===== config.mk =====
export PLATFORM = sky130hd
export DESIGN_NAME = aseuler_ctrl
export DESIGN_NICKNAME = d
export VERILOG_FILES = /design/src/rtl/aseuler_pkg.sv /design/src/rtl/aseuler_ctrl.sv
export SDC_FILE = /design/constraint.sdc
export NUM_CORES = 1
export LEC_CHECK = 0
export BUFFER_PORTS_ARGS = -buffer_cell sky130_fd_sc_hd__buf_2
export CORE_ASPECT_RATIO = 1.1
export CORE_UTILIZATION = 54
export DETAILED_ROUTE_END_ITERATION = 10
export PLACE_DENSITY_LB_ADDON = 0.1
export SETUP_SLACK_MARGIN = 0.4
export SLEW_MARGIN = 25
export SYNTH_ARGS = -nofsm -noshare
export SYNTH_HDL_FRONTEND = slang
export SYNTH_SLANG_ARGS = --single-unit
export TNS_END_PERCENT = 20

===== constraint.sdc =====
create_clock -name clk -period 2 [get_ports clk]
set_input_delay 0.4 -clock clk [delete_from_list [all_inputs] [get_ports clk]]
set_output_delay 0.4 -clock clk [all_outputs]
set_load 0.02 [all_outputs]

===== src/rtl/aseuler_pkg.sv =====
package aseuler_pkg;

    localparam int W = 32;
    localparam int F = 16;
    localparam logic [W-1:0] MAXV = {1'b0, {(W-1){1'b1}}};
    localparam logic [W-1:0] MINV = {1'b1, {(W-1){1'b0}}};
    localparam logic [W-1:0] ONEV = 32'h0001_0000;
    localparam logic [W-1:0] LN2 = 32'h0000_B172;
    // floor(2^32 / LN2), quotient estimate is low by at most one
    localparam logic [16:0] LN2_RECIP = 17'd94548;

    localparam logic [2:0] REG_STEP_COUNT   = 3'd0;
    localparam logic [2:0] REG_TIME_STEP    = 3'd1;
    localparam logic [2:0] REG_MAX_SIZE     = 3'd2;
    localparam logic [2:0] REG_MIN_SIZE     = 3'd3;
    localparam logic [2:0] REG_GROWTH_GAIN  = 3'd4;
    localparam logic [2:0] REG_FORCE_SCALE  = 3'd5;
    localparam logic [2:0] REG_SLIP_OFFSET  = 3'd6;
    localparam logic [2:0] REG_CATCH_OFFSET = 3'd7;

    typedef enum logic [4:0] {
        S_IDLE, S_STEP, S_DIV, S_DIVW, S_PHI, S_GROW,
        S_EXP1, S_EXP1W, S_EXP2, S_EXP2W, S_RATE, S_DECAY, S_DIFF, S_DT, S_UPD, S_DONE
    } state_t;

    typedef enum logic [3:0] {
        OP_NONE, OP_LOAD, OP_DIV, OP_PHI, OP_GROW, OP_EXP1, OP_EXP2,
        OP_RATE, OP_DECAY, OP_DIFF, OP_DT, OP_UPD
    } op_t;

    typedef struct packed {
        op_t  op;
        logic unit_start;
    } cmd_t;

    typedef struct packed {
        logic unit_done;
    } sts_t;

    function automatic logic [W-1:0] sat_add(input logic [W-1:0] a, input logic [W-1:0] b);
        logic [W:0] s;
        s = {a[W-1], a} + {b[W-1], b};
        if (s[W] != s[W-1]) return s[W] ? MINV : MAXV;
        return s[W-1:0];
    endfunction

    function automatic logic [W-1:0] sat_sub(input logic [W-1:0] a, input logic [W-1:0] b);
        logic [W:0] s;
        s = {a[W-1], a} - {b[W-1], b};
        if (s[W] != s[W-1]) return s[W] ? MINV : MAXV;
        return s[W-1:0];
    endfunction

    function automatic logic [W-1:0] mag_of(input logic [W-1:0] a);
        return a[W-1] ? (~a + 1'b1) : a;
    endfunction

    function automatic logic [W-1:0] sat_mag(input logic neg, input logic [2*W-1:0] m);
        if (neg) begin
            if (m > {{W{1'b0}}, MINV}) return MINV;
            return ~m[W-1:0] + 1'b1;
        end
        if (m > {{W{1'b0}}, MAXV}) return MAXV;
        return m[W-1:0];
    endfunction

    function automatic logic [W-1:0] sat_mul(input logic [W-1:0] a, input logic [W-1:0] b);
        logic [2*W-1:0] p;
        p = (mag_of(a) * mag_of(b)) >> F;
        return sat_mag(a[W-1] ^ b[W-1], p);
    endfunction

endpackage


===== src/rtl/aseuler_ctrl.sv =====
module aseuler_ctrl (
    input  logic                clk,
    input  logic                rst_n,
    input  logic                start,
    input  logic [15:0]         step_count,
    input  aseuler_pkg::sts_t   sts,
    output aseuler_pkg::cmd_t   cmd,
    output logic                busy,
    output logic                done
);
    import aseuler_pkg::*;

    state_t      st_reg, st_next;
    logic [15:0] cnt_reg, cnt_next;

    always_ff @(posedge clk or negedge rst_n) begin
        if (!rst_n) begin
            st_reg <= S_IDLE;
            cnt_reg <= '0;
        end else begin
            st_reg <= st_next;
            cnt_reg <= cnt_next;
        end
    end

    always_comb begin
        st_next = st_reg; cnt_next = cnt_reg;
        cmd.op = OP_NONE; cmd.unit_start = 1'b0;
        busy = (st_reg != S_IDLE);
        done = 1'b0;
        unique case (st_reg)
            S_IDLE: if (start)
            begin
                cmd.op = OP_LOAD;
                cnt_next = step_count;
                st_next = S_STEP;
            end
            S_STEP: st_next = (cnt_reg == '0) ? S_DONE : S_DIV;
            S_DIV:
            begin
                cmd.op = OP_DIV; cmd.unit_start = 1'b1; st_next = S_DIVW;
            end
            S_DIVW:
            begin
                cmd.op = OP_DIV;
                if (sts.unit_done) st_next = S_PHI;
            end
            S_PHI:  begin cmd.op = OP_PHI; st_next = S_GROW; end
            S_GROW: begin cmd.op = OP_GROW; st_next = S_EXP1; end
            S_EXP1:
            begin
                cmd.op = OP_EXP1; cmd.unit_start = 1'b1; st_next = S_EXP1W;
            end
            S_EXP1W:
            begin
                cmd.op = OP_EXP1;
                if (sts.unit_done) st_next = S_EXP2;
            end
            S_EXP2:
            begin
                cmd.op = OP_EXP2; cmd.unit_start = 1'b1; st_next = S_EXP2W;
            end
            S_EXP2W:
            begin
                cmd.op = OP_EXP2;
                if (sts.unit_done) st_next = S_DECAY;
            end
            S_RATE: st_next = S_DECAY;
            S_DECAY: begin cmd.op = OP_DECAY; st_next = S_DIFF; end
            S_DIFF:  begin cmd.op = OP_DIFF; st_next = S_DT; end
            S_DT:    begin cmd.op = OP_DT; st_next = S_UPD; end
            S_UPD:
            begin
                cmd.op = OP_UPD;
                cnt_next = cnt_reg - 16'd1;
                st_next = S_STEP;
            end
            S_DONE:
            begin
                done = 1'b1;
                st_next = S_IDLE;
            end
            default: st_next = S_IDLE;
        endcase
    end

    a_done_idle: assert property (@(posedge clk) disable iff (!rst_n)
        done |=> st_reg == S_IDLE) else $error("done not followed by idle");
    a_start_load: assert property (@(posedge clk) disable iff (!rst_n)
        (start && !busy) |=> st_reg == S_STEP) else $error("start not taken");
    a_cnt_hold: assert property (@(posedge clk) disable iff (!rst_n)
        (busy && st_reg != S_UPD) |=> $stable(cnt_reg)) else $error("count moved");
endmodule


==> metrics.csv <==
stage,metric,value,unit
sta,setup tns final,0,ps
clock_network,clock tree sinks,20,
routing,First-pass DRT Iterations,4,
critical_path,most numerous cell on the critical path,buf_4,
sta,Hold WS,23.9,ps
floorplan,die width,49.6,microns
logic_synthesis,post-synthesis net count,181,
sta,Max Freq,526,MHz
floorplan,Die ar.,0.00269,sq mm
sta,RSZ-0062 raised after global routing,yes,
finish,post-route non-filler standard cell count,230,
clock_network,CTS Buf Count,3,
placement,gpl congestion,0.864,
critical_path,Crit. End Element,primary output,
critical_path,cells along the critical path,buf_4 > nor4_4 > buf_4 > inv_1 > buf_2,
floorplan,Die Y,54.3,microns
clock_network,clk_lat worst skew,310,ps
power_and_ir_drop,pwr dens,1470,mW/mm^2
sta,final setup margin,101,ps
placement,DPL Wire Length,2430,microns
floorplan,total core area,0.00230,sq mm
floorplan,I/O pins,27,
sta,Setup-failing EPs final,0,
logic_synthesis,simple-gate share of the synthesized area,0.294,
routing,DRC Markers,0,
hold_path,worst hold path type,input pin to async pin,
logic_synthesis,post-synthesis cell type count,49,
sta,Post-Route Skew,0.483,ps
routing,DR iter-0 viols,34,
clock_network,CTS tree,built,
critical_path,CP Data Arrival Time,1500,ps
logic_synthesis,fraction of registers with async set/reset,1.00,
logic_synthesis,"Avg Cell Area, Syn",8.41,sq um
power_and_ir_drop,clock network fraction of total power,0.098,
logic_synthesis,Synth area leader,dfrtp_1,
logic_synthesis,largest family of logic cells by synthesized area,simple AND/OR/NAND/NOR gates,
flow_run,maxcap violations,0,
logic_synthesis,"EDFF count, synth",0,
logic_synthesis,top_reg_cell synth,dfrtp_1,
critical_path,WP data required,1600,ps
global_route,initial antenna violation count,0,
finish,area delta synth->final,28.5,%
power_and_ir_drop,Reg power frac,0.351,
finish,diode count,0,
routing,Routed WL per cell,15.3,microns
clock_network,clock tree buffer depth,2,
logic_synthesis,post-synth top area share,0.372,
power_and_ir_drop,Combinational Power Share,0.550,
sta,fin crit share,0.950,
routing,drt total wl,3530,microns
logic_synthesis,Synth Area in Compound Gates,0.260,
power_and_ir_drop,maximum VDD drop,1050,uV
placement,placed insts,214,
routing,Vias/cell,6.18,
logic_synthesis,post-synthesis adder-cell area fraction,0.00930,
placement,IO buf count,26,
global_route,first-pass GRT wire length,5580,microns
global_route,vias in the first global route,1349,
logic_synthesis,Post-Syn Area,0.00135,sq mm
floorplan,Starting Density,0.586,
global_route,overall routing resource usage,0.273,
floorplan,Site Rows,18,
global_route,largest net degree at the start of global routing,21,
sta,fin. max-slew vios,0,
logic_synthesis,xor and xnor area share after synthesis,0.00651,
power_and_ir_drop,Sw Ratio,0.460,
finish,max reg flops,16,
run_status,status,"finished, final reports clean",
global_route,grt total ovfl,0,
logic_synthesis,Yosys reg bits,20,
power_and_ir_drop,Internal,1.37,mW
logic_synthesis,Mapped Cells,160,
placement,Place WS,149,ps
critical_path,Startpoint Class,flop,
critical_path,Worst Path Max Fanout,4,
routing,Via Count,1422,
clock_network,Clock transition at path regs,120,ps
finish,number of fill cells,189,
critical_path,critical path's largest stage delay,410,ps
finish,# nets final,222,
sta,Max-slew headroom,0.685,
critical_path,CP max-delay cell,dfrtp_1,
logic_synthesis,YS warnings,0,
power_and_ir_drop,switching power summed over all nets,1.17,mW
routing,Routed Antenna Nets,0,
logic_synthesis,leading post-synthesis cells by cell area,"dfrtp_1 (37%), nand2_1 (5.6%), nor2_1 (4.2%)",
clock_network,H-tree depth,1,
clock_network,Hold Buf Count CTS,0,
finish,share of cells above drive strength 1,0.365,
clock_network,Root Driver,clkbuf_4,
logic_synthesis,mux cell area share after synthesis,0,
power_and_ir_drop,Leak,0.734,nW
logic_synthesis,register area share after synthesis,0.372,
sta,final hold viol count,0,
critical_path,Setup CP Type,flop to primary output,
sta,Worst Tran Pin Value,472,ps
sta,"Min Clock Period, post-route",1900,ps
critical path, delay by kind of cell (launching register included):
family / cells / cell delay, ps
buffers and inverters: 4 / 520
flip-flops: 1 / 410
AND/OR/NAND/NOR: 1 / 270
through the flow:
stage               instance area, sq um   util  total power [mW]
floorplan                           1370      -              1.70
detailed placement                  1550  0.673              2.03
global route                        1730  0.752              2.72
global placement                    1550  0.673              1.99
finish                              1730  0.752              2.54
CTS                                 1650  0.717              2.40
final timing paths:
kind	start	cells after the start	to	slack (ps)
min in group clk	step_count[5]	2	cnt_reg[5]$_DFFE_PN0P_	290
worst min register to register	cnt_reg[13]$_DFFE_PN0P_	2	cnt_reg[13]$_DFFE_PN0P_	620
worst min-delay path	rst_n	1	st_reg[1]$_DFFE_PN0P_	20
max in group asynchronous	rst_n	1	st_reg[0]$_DFFE_PN0P_	1630
worst max-delay path	st_reg[2]$_DFFE_PN0P_	5	busy	100
worst max register to register	st_reg[1]$_DFFE_PN0P_	8	cnt_reg[2]$_DFFE_PN0P_	170
routing by layer:
metal  vias to the layer above  track usage  wire (microns)
li1                        682            -               -
met1                       693        0.308            1500
met2                        43        0.543            1870
met3                         4       0.0250             127
met4                         0       0.0905              23
met5                         -            0               0
power groups by stage:
| stage | registers [mW] | clock network [mW] | logic [mW] |
|---|---|---|---|
| after floorplan | 0.791 | 0 | 0.907 |
| after global placement | 0.872 | 0 | 1.11 |
| after detailed placement | 0.886 | 0 | 1.15 |
| after CTS | 0.879 | 0.250 | 1.27 |
| after global routing | 0.923 | 0.262 | 1.53 |
| final | 0.892 | 0.250 | 1.40 |
synthesized netlist by cell type, drive strengths merged, types with 3 or more instances:
cell type	number
a21oi	10
and2	3
buf	6
clkbuf	4
dfrtp	20
inv	8
nand2	20
nand2b	3
nand3	7
nand4	3
nor2	15
nor3	7
nor4	4
o21ai	6
o22ai	4
o311ai	3
o32ai	3
or4	3
cell usage in the layout (no fill, tap or decap), types with 2 or more instances in the layout:
| cell type | count |
|---|---|
| dfrtp_1 | 18 |
| inv_1 | 7 |
| nand2_1 | 18 |
| nor3_2 | 2 |
| o22ai_1 | 3 |
| nor4_1 | 2 |
| nand3_1 | 7 |
| dfrtp_2 | 2 |
| buf_2 | 25 |
| o21ai_0 | 4 |
| or3_1 | 2 |
| and2_1 | 3 |
| nand2b_1 | 3 |
| buf_4 | 19 |
| nand2_2 | 2 |
| nor2_1 | 14 |
| o311ai_1 | 3 |
| or4_1 | 2 |
| nor3_1 | 4 |
| a21oi_1 | 10 |
| a31oi_1 | 2 |
| clkbuf_4 | 3 |
| o32ai_1 | 3 |
| o211ai_1 | 2 |
| nand4_1 | 3 |
what timing repair did:
action / CTS / global route
buffers inserted: 5 / 7
endpoints found under the setup margin: 24 / 26
gates resized for setup: 11 / 8
pin swaps: 0 / 1
layout make-up:
class	instances	area [sq um]	area share
clock buffers	4	36.3	0.0210
well taps	30	37.5	0.0217
inverters	8	30.0	0.0174
multi-input cells	122	837	0.484
flip-flops and latches	20	503	0.291
repair buffers	46	284	0.164
cell families after synthesis:
logic type	count (synthesis)
AOI/OAI and AO/OA	48
xor gates and xnor gates	1
adders and majority gates	1
buffers and inverters	18
DFF	20
and+or+nand+nor	72
Note: power is estimated with default switching activity, not from simulation.
